--- src/design/rped_pkg.sv ---
package rped_pkg;

    localparam int LENGTH_BITS_DEF = 24;
    localparam int FIFO_DEPTH_DEF  = 4;
    localparam int CFG_ADDR_W      = 1;

    localparam logic [CFG_ADDR_W-1:0] REG_EXPECTED_SIZE = 1'b0;
    localparam logic [CFG_ADDR_W-1:0] REG_BUFFER_SIZE   = 1'b1;

    typedef enum logic {
        OP_TOKEN,
        OP_ERR
    } t_op_kind;

    // One unit of work for the back end.
    // fin:  last op of the stream, closes it.
    // look: first of a literal pair at end of stream, a single-copy literal with fin follows.
    typedef struct packed {
        t_op_kind   kind;
        logic [7:0] value;
        logic [7:0] count;
        logic       fin;
        logic       look;
    } t_op;

    function automatic t_op mk_token(input logic [7:0] value, input logic [7:0] count,
                                     input logic fin, input logic look);
        t_op op;
        op.kind  = OP_TOKEN;
        op.value = value;
        op.count = count;
        op.fin   = fin;
        op.look  = look;
        return op;
    endfunction

endpackage

--- src/design/rped_front.sv ---
module rped_front (
    input  logic           i_clk,
    input  logic           i_rst_n,
    input  logic           i_s_tvalid,
    output logic           o_s_tready,
    input  logic [7:0]     i_byte,
    input  logic           i_last,
    input  logic           i_size_err,
    input  logic           i_fifo_ready,
    output logic           o_push,
    output rped_pkg::t_op  o_push_op
);

    logic [7:0]    r_pend,   n_pend;
    logic [1:0]    r_level,  n_level;
    logic          r_hold_v, n_hold_v;
    rped_pkg::t_op r_hold_op, n_hold_op;
    logic          accept;

    assign o_s_tready = !r_hold_v && i_fifo_ready;
    assign accept     = i_s_tvalid && o_s_tready;

    always_comb begin
        n_pend    = r_pend;
        n_level   = r_level;
        n_hold_v  = r_hold_v;
        n_hold_op = r_hold_op;
        o_push    = 1'b0;
        o_push_op = rped_pkg::mk_token(8'd0, 8'd0, 1'b0, 1'b0);
        if (r_hold_v) begin
            o_push    = 1'b1;
            o_push_op = r_hold_op;
            if (i_fifo_ready) begin
                n_hold_v = 1'b0;
            end
        end else if (accept) begin
            if (i_size_err) begin
                // bytes are dropped; only the last one produces an error marker
                if (i_last) begin
                    o_push         = 1'b1;
                    o_push_op      = rped_pkg::mk_token(8'd0, 8'd0, 1'b1, 1'b0);
                    o_push_op.kind = rped_pkg::OP_ERR;
                    n_pend         = '0;
                    n_level        = '0;
                end
            end else begin
                unique case (r_level)
                    2'd1: begin
                        if (i_byte == r_pend && !i_last) begin
                            n_level = 2'd2;
                        end else if (i_last) begin
                            // two literals; the second waits in the hold register
                            o_push    = 1'b1;
                            o_push_op = rped_pkg::mk_token(r_pend, 8'd1, 1'b0, 1'b1);
                            n_hold_v  = 1'b1;
                            n_hold_op = rped_pkg::mk_token(i_byte, 8'd1, 1'b1, 1'b0);
                            n_pend    = '0;
                            n_level   = '0;
                        end else begin
                            o_push    = 1'b1;
                            o_push_op = rped_pkg::mk_token(r_pend, 8'd1, 1'b0, 1'b0);
                            n_pend    = i_byte;
                        end
                    end
                    2'd2: begin
                        o_push    = 1'b1;
                        o_push_op = rped_pkg::mk_token(r_pend, i_byte, i_last, 1'b0);
                        n_pend    = '0;
                        n_level   = '0;
                    end
                    default: begin
                        if (i_last) begin
                            o_push    = 1'b1;
                            o_push_op = rped_pkg::mk_token(i_byte, 8'd1, 1'b1, 1'b0);
                            n_pend    = '0;
                            n_level   = '0;
                        end else begin
                            n_pend  = i_byte;
                            n_level = 2'd1;
                        end
                    end
                endcase
            end
        end
    end

    always_ff @(posedge i_clk) begin
        if (!i_rst_n) begin
            r_pend   <= '0;
            r_level  <= '0;
            r_hold_v <= 1'b0;
        end else begin
            r_pend   <= n_pend;
            r_level  <= n_level;
            r_hold_v <= n_hold_v;
        end
        r_hold_op <= n_hold_op;
    end

endmodule

--- src/design/rped_op_fifo.sv ---
module rped_op_fifo #(
    parameter int FIFO_DEPTH = rped_pkg::FIFO_DEPTH_DEF
) (
    input  logic          i_clk,
    input  logic          i_rst_n,
    input  logic          i_push,
    input  rped_pkg::t_op i_push_op,
    output logic          o_ready,
    input  logic          i_pop,
    output logic          o_valid,
    output rped_pkg::t_op o_head
);

    localparam int PTR_W = (FIFO_DEPTH > 1) ? $clog2(FIFO_DEPTH) : 1;
    localparam int CNT_W = $clog2(FIFO_DEPTH + 1);
    localparam logic [PTR_W-1:0] LAST_PTR = PTR_W'(FIFO_DEPTH - 1);

    rped_pkg::t_op    r_mem [FIFO_DEPTH];
    logic [PTR_W-1:0] r_wr_ptr, n_wr_ptr;
    logic [PTR_W-1:0] r_rd_ptr, n_rd_ptr;
    logic [CNT_W-1:0] r_count,  n_count;
    logic             do_push, do_pop;

    assign o_ready = r_count < CNT_W'(FIFO_DEPTH);
    assign o_valid = r_count != '0;
    assign o_head  = r_mem[r_rd_ptr];
    assign do_push = i_push && o_ready;
    assign do_pop  = i_pop && o_valid;

    always_comb begin
        n_wr_ptr = r_wr_ptr;
        n_rd_ptr = r_rd_ptr;
        n_count  = r_count;
        if (do_push) begin
            n_wr_ptr = (r_wr_ptr == LAST_PTR) ? '0 : r_wr_ptr + 1'b1;
        end
        if (do_pop) begin
            n_rd_ptr = (r_rd_ptr == LAST_PTR) ? '0 : r_rd_ptr + 1'b1;
        end
        if (do_push && !do_pop) begin
            n_count = r_count + 1'b1;
        end else if (do_pop && !do_push) begin
            n_count = r_count - 1'b1;
        end
    end

    always_ff @(posedge i_clk) begin
        if (!i_rst_n) begin
            r_wr_ptr <= '0;
            r_rd_ptr <= '0;
            r_count  <= '0;
        end else begin
            r_wr_ptr <= n_wr_ptr;
            r_rd_ptr <= n_rd_ptr;
            r_count  <= n_count;
        end
        if (do_push) begin
            r_mem[r_wr_ptr] <= i_push_op;
        end
    end

endmodule

--- src/design/rped_back.sv ---
module rped_back #(
    parameter int LENGTH_BITS = rped_pkg::LENGTH_BITS_DEF
) (
    input  logic                   i_clk,
    input  logic                   i_rst_n,
    input  logic [LENGTH_BITS-1:0] i_expected_size,
    input  logic [LENGTH_BITS-1:0] i_buffer_size,
    input  logic                   i_op_valid,
    input  rped_pkg::t_op          i_op,
    output logic                   o_pop,
    output logic                   o_m_tvalid,
    input  logic                   i_m_tready,
    output logic [7:0]             o_value,
    output logic [7:0]             o_count,
    output logic                   o_end,
    output logic [LENGTH_BITS-1:0] o_length,
    output logic                   o_err
);

    logic [LENGTH_BITS-1:0] r_wt, n_wt;
    logic                   r_limit, n_limit;
    logic                   r_prev_emit, n_prev_emit;

    logic                   r_out_valid, n_out_valid;
    logic [7:0]             r_value, n_value;
    logic [7:0]             r_count, n_count;
    logic                   r_end, n_end;
    logic [LENGTH_BITS-1:0] r_len, n_len;
    logic                   r_err, n_err;

    logic                   out_free;
    logic                   active;
    logic [LENGTH_BITS-1:0] room;
    logic [7:0]             clip;
    logic                   emit;
    logic [LENGTH_BITS-1:0] wt_sum;
    logic                   lim_sum;
    logic                   next_emit;
    logic                   load;

    assign out_free = !r_out_valid || i_m_tready;
    assign o_pop    = i_op_valid && out_free;

    assign active    = !r_limit && (r_wt < i_expected_size);
    assign room      = (i_buffer_size > r_wt) ? i_buffer_size - r_wt : '0;
    assign clip      = (room < LENGTH_BITS'(i_op.count)) ? room[7:0] : i_op.count;
    assign emit      = (i_op.kind == rped_pkg::OP_TOKEN) && active && (clip != 8'd0);
    assign wt_sum    = r_wt + LENGTH_BITS'(clip);
    assign lim_sum   = wt_sum >= i_expected_size;
    // would the closing literal that follows this one still produce output
    assign next_emit = !lim_sum && (i_buffer_size > wt_sum);

    always_comb begin
        n_wt        = r_wt;
        n_limit     = r_limit;
        n_prev_emit = r_prev_emit;
        n_value     = r_value;
        n_count     = r_count;
        n_end       = r_end;
        n_len       = r_len;
        n_err       = r_err;
        load        = 1'b0;
        if (o_pop) begin
            unique case (i_op.kind)
                rped_pkg::OP_ERR: begin
                    load    = 1'b1;
                    n_value = 8'd0;
                    n_count = 8'd0;
                    n_end   = 1'b1;
                    n_len   = '0;
                    n_err   = 1'b1;
                end
                rped_pkg::OP_TOKEN: begin
                    if (emit) begin
                        load    = 1'b1;
                        n_value = i_op.value;
                        n_count = clip;
                        n_end   = i_op.fin || (i_op.look && !next_emit);
                        n_len   = wt_sum;
                        n_err   = 1'b0;
                        n_wt    = wt_sum;
                        n_limit = lim_sum;
                    end else if (i_op.fin && !r_prev_emit) begin
                        // nothing came out of the final request: bare end marker
                        load    = 1'b1;
                        n_value = 8'd0;
                        n_count = 8'd0;
                        n_end   = 1'b1;
                        n_len   = r_wt;
                        n_err   = 1'b0;
                    end
                end
                default: begin
                    load = 1'b0;
                end
            endcase
            n_prev_emit = i_op.look && emit;
            if (i_op.fin) begin
                n_wt        = '0;
                n_limit     = 1'b0;
                n_prev_emit = 1'b0;
            end
        end
        n_out_valid = o_pop ? load : (r_out_valid && !i_m_tready);
    end

    always_ff @(posedge i_clk) begin
        if (!i_rst_n) begin
            r_wt        <= '0;
            r_limit     <= 1'b0;
            r_prev_emit <= 1'b0;
            r_out_valid <= 1'b0;
        end else begin
            r_wt        <= n_wt;
            r_limit     <= n_limit;
            r_prev_emit <= n_prev_emit;
            r_out_valid <= n_out_valid;
        end
        r_value <= n_value;
        r_count <= n_count;
        r_end   <= n_end;
        r_len   <= n_len;
        r_err   <= n_err;
    end

    assign o_m_tvalid = r_out_valid;
    assign o_value    = r_value;
    assign o_count    = r_count;
    assign o_end      = r_end;
    assign o_length   = r_len;
    assign o_err      = r_err;

endmodule

--- src/design/rle_pair_escape_decoder_top.sv ---
// Run-length decoder for the repeated-pair escape format.
// Slave stream: one compressed byte per request in tdata, tlast on the final byte.
// Master stream: one run descriptor per request: value, repeat count and the decoded
// length so far in tdata, tlast on the final descriptor of a stream, tuser set when
// the expected size exceeds the buffer size (then only an end marker comes out).
// Configuration channel: index 0 writes the expected size, index 1 the buffer size;
// write only while no stream is in flight.
// With an empty queue a descriptor reaches the master side through the queue and
// the output register once the byte that completes it is accepted. Throughput: one
// byte per cycle while the queue has room; a final byte that closes two literals
// holds off the next byte while the second literal is held, since the front end
// pushes one operation per cycle into the queue and the back end pops one per cycle.
// A stall on the master side holds the output register; the operation queue
// (FIFO_DEPTH entries) absorbs the front end until it fills, then tready drops.
// Reset clears the configuration to zero, the pending bytes, the queue and the
// running length; the block is ready to accept bytes as soon as reset is released.
module rle_pair_escape_decoder_top #(
    parameter int LENGTH_BITS = rped_pkg::LENGTH_BITS_DEF,
    parameter int FIFO_DEPTH  = rped_pkg::FIFO_DEPTH_DEF
) (
    input  logic                            i_clk,
    input  logic                            i_rst_n,
    input  logic                            i_s_tvalid,
    output logic                            o_s_tready,
    input  logic [7:0]                      i_s_tdata,   // [7:0] in_byte
    input  logic                            i_s_tlast,
    output logic                            o_m_tvalid,
    input  logic                            i_m_tready,
    // [7:0] out_value, [15:8] repeat_count, [LENGTH_BITS+15:16] length_so_far
    output logic [((LENGTH_BITS+23)/8)*8-1:0] o_m_tdata,
    output logic                            o_m_tlast,
    output logic                            o_m_tuser,   // [0] size_error
    input  logic                            i_cfg_valid,
    output logic                            o_cfg_ready,
    input  logic [rped_pkg::CFG_ADDR_W-1:0] i_cfg_addr,
    input  logic [LENGTH_BITS-1:0]          i_cfg_data
);

    localparam int TDATA_W = ((LENGTH_BITS + 23) / 8) * 8;

    logic [LENGTH_BITS-1:0] r_expected_size;
    logic [LENGTH_BITS-1:0] r_buffer_size;
    logic                   size_err;

    logic                   fifo_ready;
    logic                   push;
    rped_pkg::t_op          push_op;
    logic                   op_valid;
    rped_pkg::t_op          head_op;
    logic                   pop;

    logic [7:0]             res_value;
    logic [7:0]             res_count;
    logic [LENGTH_BITS-1:0] res_length;

    assign o_cfg_ready = 1'b1;
    assign size_err    = r_expected_size > r_buffer_size;

    always_ff @(posedge i_clk) begin
        if (!i_rst_n) begin
            r_expected_size <= '0;
            r_buffer_size   <= '0;
        end else if (i_cfg_valid && o_cfg_ready) begin
            unique case (i_cfg_addr)
                rped_pkg::REG_EXPECTED_SIZE: r_expected_size <= i_cfg_data;
                rped_pkg::REG_BUFFER_SIZE:   r_buffer_size   <= i_cfg_data;
                default:                     r_buffer_size   <= r_buffer_size;
            endcase
        end
    end

    rped_front u_front (
        .i_clk        (i_clk),
        .i_rst_n      (i_rst_n),
        .i_s_tvalid   (i_s_tvalid),
        .o_s_tready   (o_s_tready),
        .i_byte       (i_s_tdata),
        .i_last       (i_s_tlast),
        .i_size_err   (size_err),
        .i_fifo_ready (fifo_ready),
        .o_push       (push),
        .o_push_op    (push_op)
    );

    rped_op_fifo #(
        .FIFO_DEPTH (FIFO_DEPTH)
    ) u_fifo (
        .i_clk     (i_clk),
        .i_rst_n   (i_rst_n),
        .i_push    (push),
        .i_push_op (push_op),
        .o_ready   (fifo_ready),
        .i_pop     (pop),
        .o_valid   (op_valid),
        .o_head    (head_op)
    );

    rped_back #(
        .LENGTH_BITS (LENGTH_BITS)
    ) u_back (
        .i_clk           (i_clk),
        .i_rst_n         (i_rst_n),
        .i_expected_size (r_expected_size),
        .i_buffer_size   (r_buffer_size),
        .i_op_valid      (op_valid),
        .i_op            (head_op),
        .o_pop           (pop),
        .o_m_tvalid      (o_m_tvalid),
        .i_m_tready      (i_m_tready),
        .o_value         (res_value),
        .o_count         (res_count),
        .o_end           (o_m_tlast),
        .o_length        (res_length),
        .o_err           (o_m_tuser)
    );

    assign o_m_tdata = TDATA_W'({res_length, res_count, res_value});

`ifndef NO_ASSERTIONS
    a_err_is_end: assert property (@(posedge i_clk) disable iff (!i_rst_n)
        o_m_tvalid && o_m_tuser |-> o_m_tlast && (res_length == '0) && (res_count == 8'd0))
        else $error("size error result is not a bare end marker");

    a_zero_count_is_end: assert property (@(posedge i_clk) disable iff (!i_rst_n)
        o_m_tvalid && (res_count == 8'd0) |-> o_m_tlast)
        else $error("zero-count descriptor in the middle of a stream");

    a_within_buffer: assert property (@(posedge i_clk) disable iff (!i_rst_n)
        o_m_tvalid |-> res_length <= r_buffer_size)
        else $error("decoded length exceeds buffer size");

    a_pop_needs_op: assert property (@(posedge i_clk) disable iff (!i_rst_n)
        pop |-> op_valid)
        else $error("back end took an operation from an empty queue");
`endif

endmodule

--- config.mk ---
export PLATFORM = sky130hd
export DESIGN_NAME = rle_pair_escape_decoder_top
export DESIGN_NICKNAME = d
export VERILOG_FILES = /design/src/design/rped_pkg.sv /design/src/design/rped_front.sv /design/src/design/rped_op_fifo.sv /design/src/design/rped_back.sv /design/src/design/rle_pair_escape_decoder_top.sv
export SDC_FILE = /design/constraint.sdc
export NUM_CORES = 1
export LEC_CHECK = 0
export ABC_CLOCK_PERIOD_IN_PS = 13200
export BUFFER_PORTS_ARGS = -buffer_cell sky130_fd_sc_hd__buf_2
export CORE_MARGIN = 4
export CORE_UTILIZATION = 50
export CTS_CLUSTER_DIAMETER = 120
export DETAILED_ROUTE_END_ITERATION = 8
export PLACE_DENSITY = 0.67
export SYNTH_ARGS = -nofsm -noshare
export SYNTH_HDL_FRONTEND = slang
export SYNTH_HIERARCHICAL = 1
export SYNTH_SLANG_ARGS = --single-unit
--- constraint.sdc ---
create_clock -name i_clk -period 13.2 [get_ports i_clk]
set_input_delay 0.66 -clock i_clk [delete_from_list [all_inputs] [get_ports i_clk]]
set_output_delay 0.66 -clock i_clk [all_outputs]
set_load 0.1 [all_outputs]
==> flow_metrics.env, run 1 <==
export IMPL_status="finished, final reports clean"
export IMPL_synth_top_area_share_pct=25.9
export IMPL_whs_path_depth=3
export IMPL_cts_hold_buf=0
export IMPL_clock_path_buffers=3
export IMPL_drt_initial_drc_count=1144
export IMPL_critPathLaunch="u_back/r_wt[10]$_SDFFE_PN0P_"
export IMPL_place_inst=1899
export IMPL_synth_nets=1678
export IMPL_startpoint_type="flop"
export IMPL_crit_family="simple AND/OR/NAND/NOR gates"
export IMPL_yosysMostFrequentCell="nand2_1"
export IMPL_place_ws_ns=3.74
export IMPL_yosysUniqueCellTypes=102
export IMPL_grt_max_degree=71
export IMPL_cts_resized=0
export IMPL_setup_violations=0
export IMPL_gp_congestion=0.986
export IMPL_grt_usage_pct=23.2
export IMPL_path_clk_slew_ns=0.06
export IMPL_grt_ovfl_total=0
export IMPL_fin_area_um2=16000
export IMPL_synth_flop_cell="edfxtp_1"
export IMPL_slew_violations=0
export IMPL_synth_area_um2=14600
export IMPL_leakagePower_nw=6.19
export IMPL_cp_arrival_ns=9.93
export IMPL_routed_wl_um=37900
export IMPL_slowest_delay_ns=0.60
export IMPL_reg2reg_depth=35
export IMPL_yosys_warnings=6
export IMPL_drive_gt1_share_pct=12.3
export IMPL_rows=62
export IMPL_die_area_um2=32000
export IMPL_skew_ns=0.0101
export IMPL_async_reset_ff_share_pct=0
export IMPL_fmax_mhz=103
export IMPL_p_per_area_nw_per_um2=207
export IMPL_worst_setup_path_end_kind="flop"
export IMPL_maxCapViolCount=0
export IMPL_critPathKind="reg -> reg"
export IMPL_hold_viol=0
export IMPL_slew_headroom_pct=24.2
export IMPL_finalWorstSetupSlack_ns=3.53
export IMPL_ys_ff_latch=221
export IMPL_grt_pass1_vias=10900
export IMPL_start_util_pct=50.7
export IMPL_critical_path_max_fanout=11
export IMPL_worst_ir_drop_vdd_v=0.000210
export IMPL_setup_tns_ns=0
export IMPL_cts_sinks=221
export IMPL_reg2reg_from="u_back/r_wt[10]$_SDFFE_PN0P_"
export IMPL_htree_levels=1
export IMPL_crit_cells=35
export IMPL_root_buffer="clkbuf_16"
export IMPL_period_share_pct=73.2
export IMPL_cts_tree="done"
export IMPL_die_h_um=179
export IMPL_hp_start="i_cfg_data[15]"
export IMPL_diodes=0
export IMPL_cts_buffers=25
export IMPL_grt_pass1_wl_um=59100
export IMPL_clk_latency_ns=0.53
export IMPL_synthCells=1500
export IMPL_drt_wirelength_per_cell_um=19.5
export IMPL_nNetsFinal=1720
export IMPL_port_buffers=82
export IMPL_period_minus_slack_ns=9.67
export IMPL_placed_area_um2=15200
export IMPL_drc=0
export IMPL_fin_cells=1945
export IMPL_drtAntennaViolNets=0
export IMPL_synth_commonest_cells="156 x nand2_1, 138 x inv_1, 136 x ha_1, 126 x edfxtp_1, 95 x dfxtp_1"
export IMPL_yosysSeqAreaShare_pct=38.9
export IMPL_synth_edf_count=126
export IMPL_core_area_um2=28800
export IMPL_post_cts_setup_buffers=0
export IMPL_avgSynthCellArea_um2=9.73
export IMPL_firstDrtPassIters=5
export IMPL_worst_pin_slew_ns=1.14
export IMPL_critPathBufInv=4
export IMPL_hold_class="in -> reg"
export IMPL_syn2layout_area_growth_pct=9.49
export IMPL_rsz0062_at_grt="no"
export IMPL_ios=84
export IMPL_dp_hpwl_um=28100
export IMPL_viasPerCell=6.01
export IMPL_whs_ns=0.381
export IMPL_vias=11700
export IMPL_finish_utilization_pct=55.5
export IMPL_required_ns=13.47
export IMPL_synth_area_leaders="edfxtp_1 26%, dfxtp_1 13%, ha_1 12%, nand2_1 4.0%, inv_1 3.5%"
export IMPL_finalPower_mw=3.31
export IMPL_antenna_found_initial=0
export IMPL_worst_path_max_delay_cell="or4_1"
export IMPL_yosysTopAreaCell="edfxtp_1"
export IMPL_die_w_um=179
-- power breakdown --
part | switching [mW] | internal, mW | leakage [nW]
logic | 1.26 | 0.441 | 3.89
registers | 0.0529 | 0.876 | 1.93
clock network | 0.283 | 0.394 | 0.380
total | 1.60 | 1.71 | 6.19
-- layer usage --
layer  vias to the layer above  wire length, um  GRT usage (%)
li1                       5662                -              -
met1                      5616            17200           33.1
met2                       366            17500           37.3
met3                        51             2380           3.42
met4                         0              838           5.37
met5                         -                0              0
-- sequential cells by signal (all words and copies together), names as in the netlist, 8 cells and up, named ones only --
register,cells
u_front/r_hold_op,8
u_back/o_value,8
r_expected_size,24
u_back/r_wt,24
u_front/r_pend,8
u_fifo/r_mem,76
u_back/o_length,24
r_buffer_size,24
u_back/o_count,8
-- worst reg2reg max path: cells and delay by family (launching register included) --
family | cells | cell delay, ns
simple gates | 13 | 3.40
compound gates | 10 | 2.58
fa+ha+maj | 5 | 1.72
mux | 2 | 0.56
flops | 1 | 0.47
buf+inv | 4 | 0.42
xor+xnor | 1 | 0.25
-- final cells by class --
| type | count | area (um^2) |
|---|---|---|
| Fill cell | 2568 | 12800 |
| Multi-Input combinational cell | 1064 | 8020 |
| Sequential cell | 221 | 5690 |
| Clock buffer | 32 | 662 |
| Inverter | 138 | 518 |
| Timing Repair Buffer | 92 | 485 |
| Tap cell | 384 | 480 |
| Clock inverter | 14 | 131 |
-- cell families (layout without fill, tap and decap cells) --
family / Yosys count / count (layout) / share of synthesized area [%]
compound gates: 386 / 386 / 19.0
xor+xnor: 40 / 40 / 2.59
fa+ha+maj: 142 / 142 / 12.3
buf+inv: 215 / 276 / 6.23
flops: 221 / 221 / 38.9
mux: 41 / 41 / 4.79
other cells: 1 / 1 / 0.0257
simple gates: 454 / 454 / 16.2
-- cell usage in the layout (no fill, tap or decap), drive strengths merged, types with 25 or more instances in the layout --
master / n
a21oi: 73
ha: 136
inv: 139
clkbuf: 32
dfxtp: 95
o31ai: 38
nand2: 157
buf: 92
nand3: 53
nor3: 25
nand4: 33
a21o: 25
nor2: 54
o21ai: 56
a21boi: 62
xnor2: 31
edfxtp: 126
-- worst paths after layout --
check                               endpoint  slack (ns)
max                   u_back/o_end$_DFFE_PP_        3.53
min           r_buffer_size[15]$_SDFFE_PN0P_        0.38
min reg2reg  r_expected_size[3]$_SDFFE_PN0P_        0.47
max reg2reg           u_back/o_end$_DFFE_PP_        3.53
Power figures use the tool's default switching activity.
==> run 2, diff against run 1 <==
ABC_CLOCK_PERIOD_IN_PS = 9200   (was 13200)
clock period = 9.2 ns   (was 13.2 ns; I/O delays follow)
==> run 2 against run 1 <==
Effect of this change: clock skew increased by 0.0052 ns; power increased by 46%; worst setup slack got worse by 3.0 ns; clock-buffer cell count grew 7; wire length is 2.7% higher; non-clock buffer count is 15 higher; combinational power grew 46%; hold slack got worse by 0.20 ns; fmax grew 11%.
==> flow_metrics.env, run 2 (synthesis results as in run 1) <==
export IMPL_critPathBufInv=4
export IMPL_regMostFlops="u_fifo/r_mem"
export IMPL_worst_pin_slew_ns=1.08
export IMPL_seqCellArea_um2=5690
export IMPL_startpoint_type="flop"
export IMPL_required_ns=9.47
export IMPL_period_share_pct=94.3
export IMPL_maxCapViolCount=0
export IMPL_finalPower_mw=4.82
export IMPL_cts_buffers=25
export IMPL_worst_path_max_delay_cell="or4_1"
export IMPL_critical_path_max_fanout=9
export IMPL_reg2reg_depth=35
export IMPL_drtAntennaViolNets=0
export IMPL_hold_viol=0
export IMPL_largest_reg_flops=76
export IMPL_antenna_found_initial=0
export IMPL_cts_sinks=221
export IMPL_skew_ns=0.0154
export IMPL_diodes=0
export IMPL_nNetsFinal=1735
export IMPL_slew_violations=0
export IMPL_fill_cells=2555
export IMPL_final_cell_mix="156 x nand2_1, 138 x inv_1, 135 x ha_1, 126 x edfxtp_1, 93 x dfxtp_1"
export IMPL_vias=11800
export IMPL_die_w_um=179
export IMPL_period_minus_slack_ns=8.68
export IMPL_rr_endpoint="u_back/o_end$_DFFE_PP_"
export IMPL_dp_hpwl_um=29100
export IMPL_setup_violations=0
export IMPL_cts_tree="done"
export IMPL_holdPathEnd="r_expected_size[15]$_SDFFE_PN0P_"
export IMPL_worst_ir_drop_vdd_v=0.000276
export IMPL_grt_max_degree=73
export IMPL_syn2layout_area_growth_pct=10.7
export IMPL_drt_initial_drc_count=1061
export IMPL_critPathKind="reg -> reg"
export IMPL_leakagePower_nw=6.30
export IMPL_ios=84
export IMPL_routed_wl_um=38900
export IMPL_hp_start="i_cfg_data[15]"
export IMPL_grt_ovfl_total=0
export IMPL_grt_usage_pct=24.0
export IMPL_slowest_delay_ns=0.52
export IMPL_rows=62
export IMPL_htree_levels=1
export IMPL_die_area_um2=32000
export IMPL_hold_class="in -> reg"
export IMPL_slew_headroom_pct=27.9
export IMPL_final_common_cell="nand2_1"
export IMPL_start_util_pct=50.7
export IMPL_drc=0
export IMPL_place_ws_ns=0.331
export IMPL_drive_gt1_share_pct=13.7
export IMPL_whs_path_depth=3
export IMPL_cts_hold_buf=0
export IMPL_root_buffer="clkbuf_16"
export IMPL_firstDrtPassIters=6
export IMPL_clk_latency_ns=0.53
export IMPL_gp_congestion=0.945
export IMPL_placed_area_um2=15300
export IMPL_status="finished, final reports clean"
export IMPL_fin_area_um2=16200
export IMPL_viasPerCell=6.02
export IMPL_fmax_mhz=115
export IMPL_worst_setup_path_end_kind="flop"
export IMPL_r2r_slack_ns=0.52
export IMPL_path_clk_slew_ns=0.06
export IMPL_path_common_cell="inv_1"
export IMPL_whs_ns=0.179
export IMPL_core_area_um2=28800
export IMPL_port_buffers=82
export IMPL_grt_pass1_wl_um=61100
export IMPL_reg2reg_from="u_back/r_wt[9]$_SDFFE_PN0P_"
export IMPL_grt_pass1_vias=11300
export IMPL_die_h_um=179
export IMPL_finalWorstSetupSlack_ns=0.523
export IMPL_multi_input_area_um2=8060
export IMPL_crit_family="simple AND/OR/NAND/NOR gates"
export IMPL_drt_wirelength_per_cell_um=19.9
export IMPL_cp_arrival_ns=8.95
export IMPL_p_per_area_nw_per_um2=298
export IMPL_clock_path_buffers=3
run 2: cell types whose count changed in the layout (fill, tap and decap cells not counted), moves of 3 or more:
cell / previous run / this run
buf_4: 10 / 25
clkbuf_1: 6 / 9
clkbuf_8: 1 / 4
clkinvlp_4: 3 / 0
nor3_1: 23 / 20
nor3_2: 1 / 4
run 2: how the worst max path moves through the flow:
stage,to,cells past startpoint,slack [ns],from
2_1_floorplan,u_back/o_end$_DFFE_PP_,38,0.94,u_back/r_wt[11]$_SDFFE_PN0P_
3_3_place_gp,u_back/o_end$_DFFE_PP_,35,0.59,u_back/r_wt[11]$_SDFFE_PN0P_
3_5_place_dp,u_back/o_end$_DFFE_PP_,35,0.33,u_back/r_wt[11]$_SDFFE_PN0P_
4_1_cts,u_back/o_end$_DFFE_PP_,35,0.32,u_back/r_wt[11]$_SDFFE_PN0P_
5_1_grt,u_back/o_end$_DFFE_PP_,36,-0.06,u_back/r_wt[13]$_SDFFE_PN0P_
6_report,u_back/o_end$_DFFE_PP_,35,0.52,u_back/r_wt[9]$_SDFFE_PN0P_
run 2: area by class of cell:
| type | count | share of cell area [%] |
|---|---|---|
| Tap cell | 384 | 2.97 |
| Sequential cell | 221 | 35.2 |
| Timing Repair Buffer | 107 | 3.70 |
| Multi-Input combinational cell | 1064 | 49.9 |
| Clock inverter | 6 | 0.511 |
| Clock buffer | 39 | 4.57 |
| Inverter | 138 | 3.20 |
run 2: routing by layer:
metal	track usage [%]	wire, um
met1	33.4	17200
met3	3.37	2420
met4	6.65	1110
met5	0	0
met2	39.2	18200
run 2: metrics by stage:
step	TNS, ns	instances	util, %
after floorplan	0	1500	-
after global routing	-0.0576	1959	56.2
after global placement	0	1912	53.1
after detailed placement	0	1912	53.1
after CTS	0	1957	56.0
final	0	1959	56.2
run 2: what timing repair did:
| item | 4_1_cts | 5_1_grt |
|---|---|---|
| setup endpoints to repair | 0 | 1 |
| gates resized for setup | 0 | 12 |
| buffers inserted | 0 | 2 |
run 2: where the power goes:
part | switching (mW) | internal, mW
combinational | 1.83 | 0.660
sequential | 0.0779 | 1.26
clock | 0.390 | 0.605
run 2: worst register-to-register path: cells and delay by family, from the launching register on:
family,cells,cell delay (ns)
flops,1,0.48
buf+inv,4,0.43
fa+ha+maj,5,1.64
mux,2,0.53
simple gates,13,3.07
compound gates,10,2.06
xor+xnor,1,0.22
==> run 3, diff against run 2 <==
CELL_PAD_IN_SITES_DETAIL_PLACEMENT = 0   (was default)
CELL_PAD_IN_SITES_GLOBAL_PLACEMENT = 1   (was default)
CORE_UTILIZATION = 49   (was 50)
PLACE_DENSITY = default   (was 0.67)
PLACE_DENSITY_LB_ADDON = 0.1   (was default)
==> run 3 against run 2 <==
Effect of this change: utilization is 0.25 points lower; power is 0.24% higher; clock-buffer cell count shrank 10; highest routed layer unchanged; wire length rose by 5.2%; worst setup slack improved by 0.042 ns; critical endpoint unchanged; fmax rose by 0.49%; first-iteration DRC count shrank 20%; sequential share of layout area decreased by 0.12 points; cell count is 0.26% higher; non-clock buffer count rose by 5; sequential power about the same; largest cell class unchanged.
==> flow_metrics.env, run 3 (synthesis results as in run 1) <==
export IMPL_drtAntennaViolNets=0
export IMPL_period_share_pct=93.9
export IMPL_hold_viol=0
export IMPL_drt_wirelength_per_cell_um=20.8
export IMPL_slew_headroom_pct=26.5
export IMPL_status="finished, final reports clean"
export IMPL_drc=0
export IMPL_cp_arrival_ns=8.91
export IMPL_fill_cells=2582
export IMPL_grt_max_degree=71
export IMPL_diodes=0
export IMPL_rsz0062_at_grt="no"
export IMPL_drive_gt1_share_pct=14.7
export IMPL_setup_violations=0
export IMPL_die_w_um=181
export IMPL_dp_hpwl_um=31300
export IMPL_placed_area_um2=15300
export IMPL_path_clk_slew_ns=0.06
export IMPL_rr_endpoint="u_back/o_end$_DFFE_PP_"
export IMPL_routed_wl_um=40900
export IMPL_largest_reg_flops=76
export IMPL_reg2reg_from="r_buffer_size[0]$_SDFFE_PN0P_"
export IMPL_antenna_found_initial=0
export IMPL_regMostFlops="u_fifo/r_mem"
export IMPL_slew_violations=0
export IMPL_fin_area_um2=16200
export IMPL_slowest_delay_ns=0.48
export IMPL_worst_ir_drop_vdd_v=0.000287
export IMPL_start_util_pct=50.3
export IMPL_die_area_um2=32600
export IMPL_drt_initial_drc_count=850
export IMPL_finish_utilization_pct=55.9
export IMPL_viasPerCell=5.98
export IMPL_htree_levels=1
export IMPL_clk_latency_ns=0.53
export IMPL_grt_usage_pct=24.7
export IMPL_worst_pin_slew_ns=1.10
export IMPL_grt_pass1_vias=11600
export IMPL_path_common_cell="inv_1"
export IMPL_syn2layout_area_growth_pct=11.1
export IMPL_core_area_um2=29000
export IMPL_period_minus_slack_ns=8.63
export IMPL_critPathLaunch="r_buffer_size[0]$_SDFFE_PN0P_"
export IMPL_crit_end="u_back/o_end$_DFFE_PP_"
export IMPL_startpoint_type="flop"
export IMPL_p_per_area_nw_per_um2=298
export IMPL_cts_tree="done"
export IMPL_critPathKind="reg -> reg"
export IMPL_gp_congestion=0.889
export IMPL_cts_buffers=25
export IMPL_die_h_um=181
export IMPL_vias=11800
export IMPL_critPathBufInv=5
export IMPL_maxCapViolCount=0
export IMPL_final_cell_mix="156 x nand2_1, 138 x inv_1, 134 x ha_1, 126 x edfxtp_1, 92 x dfxtp_1"
export IMPL_worst_setup_path_end_kind="flop"
export IMPL_critical_path_max_fanout=6
export IMPL_final_common_cell="nand2_1"
export IMPL_worst_path_max_delay_cell="fa_1"
export IMPL_fmax_mhz=116
export IMPL_cts_sinks=221
export IMPL_cts_hold_buf=0
export IMPL_grt_ovfl_total=0
export IMPL_rows=62
export IMPL_r2r_slack_ns=0.57
export IMPL_crit_cells=38
export IMPL_clock_path_buffers=3
export IMPL_grt_pass1_wl_um=65400
export IMPL_required_ns=9.48
export IMPL_port_buffers=82
export IMPL_setup_tns_ns=0
export IMPL_reg2reg_depth=38
export IMPL_ios=84
export IMPL_root_buffer="clkbuf_16"
export IMPL_leakagePower_nw=6.33
export IMPL_firstDrtPassIters=8
export IMPL_hold_class="in -> reg"
export IMPL_crit_family="simple AND/OR/NAND/NOR gates"
export IMPL_skew_ns=0.0165
export IMPL_nNetsFinal=1740
run 3: changes by cell type in the layout (fill, tap and decap cells not counted), moves of 2 or more:
cell / previous run / this run
clkbuf_8: 4 / 1
inv_6: 1 / 3
clkinv_4: 0 / 2
clkinvlp_4: 0 / 2
buf_4: 25 / 30
clkinv_2: 2 / 6
clkbuf_1: 9 / 3
run 3: metrics by stage:
stage | instances | hold slack (ns) | total power, mW | setup WS, ns
6_report | 1964 | 0.175 | 4.83 | 0.565
2_1_floorplan | 1500 | 0.427 | 3.25 | 0.939
4_1_cts | 1963 | 0.153 | 4.82 | 0.155
3_3_place_gp | 1918 | 0.455 | 3.81 | 0.423
5_1_grt | 1964 | 0.165 | 5.10 | 0.0217
3_5_place_dp | 1918 | 0.469 | 3.83 | 0.180
run 3: worst min-delay path by stage:
stage	start	endpoint	slack [ns]	depth (start not counted)
detailed placement	u_back/r_prev_emit$_SDFFE_PN0P_	u_back/r_prev_emit$_SDFFE_PN0P_	0.47	2
CTS	i_cfg_data[6]	r_expected_size[6]$_SDFFE_PN0P_	0.15	3
finish	i_cfg_data[14]	r_buffer_size[14]$_SDFFE_PN0P_	0.18	3
global route	i_cfg_data[2]	r_expected_size[2]$_SDFFE_PN0P_	0.17	3
floorplan	u_back/r_limit$_SDFFE_PN0P_	u_back/r_limit$_SDFFE_PN0P_	0.43	2
global placement	u_back/r_prev_emit$_SDFFE_PN0P_	u_back/r_prev_emit$_SDFFE_PN0P_	0.45	2
run 3: metal layers:
metal	GRT usage [%]	vias to the layer above	wire (um)
met3	2.52	55	1950
met4	5.44	0	846
li1	-	5707	-
met5	0	-	0
met2	40.5	294	18900
met1	35.7	5695	19200
run 3: worst min-delay path, cell delays in order:
cell and delay (ns):
buf_2 0.10, nand2_1 0.05, a21boi_1 0.05
run 3: repair_timing:
action / 4_1_cts / 5_1_grt
setup endpoints to repair: 0 / 1
resized for setup: 0 / 18
buffers inserted: 0 / 1
run 3: cell type report:
cell class	instances	area [um^2]	area share [%]
multi-input combinational	1064	8100	49.9
sequential	221	5690	35.1
clock buffer	29	651	4.01
timing repair buffer	112	636	3.92
inverter	138	518	3.19
tap	384	480	2.96
clock inverter	16	153	0.941
run 3: report_power, final:
group          switching (mW)  leakage, nW  internal, mW  total, mW
Clock                   0.410        0.394         0.567      0.977
Sequential             0.0742         1.93          1.26       1.33
Combinational            1.85         4.01         0.670       2.52
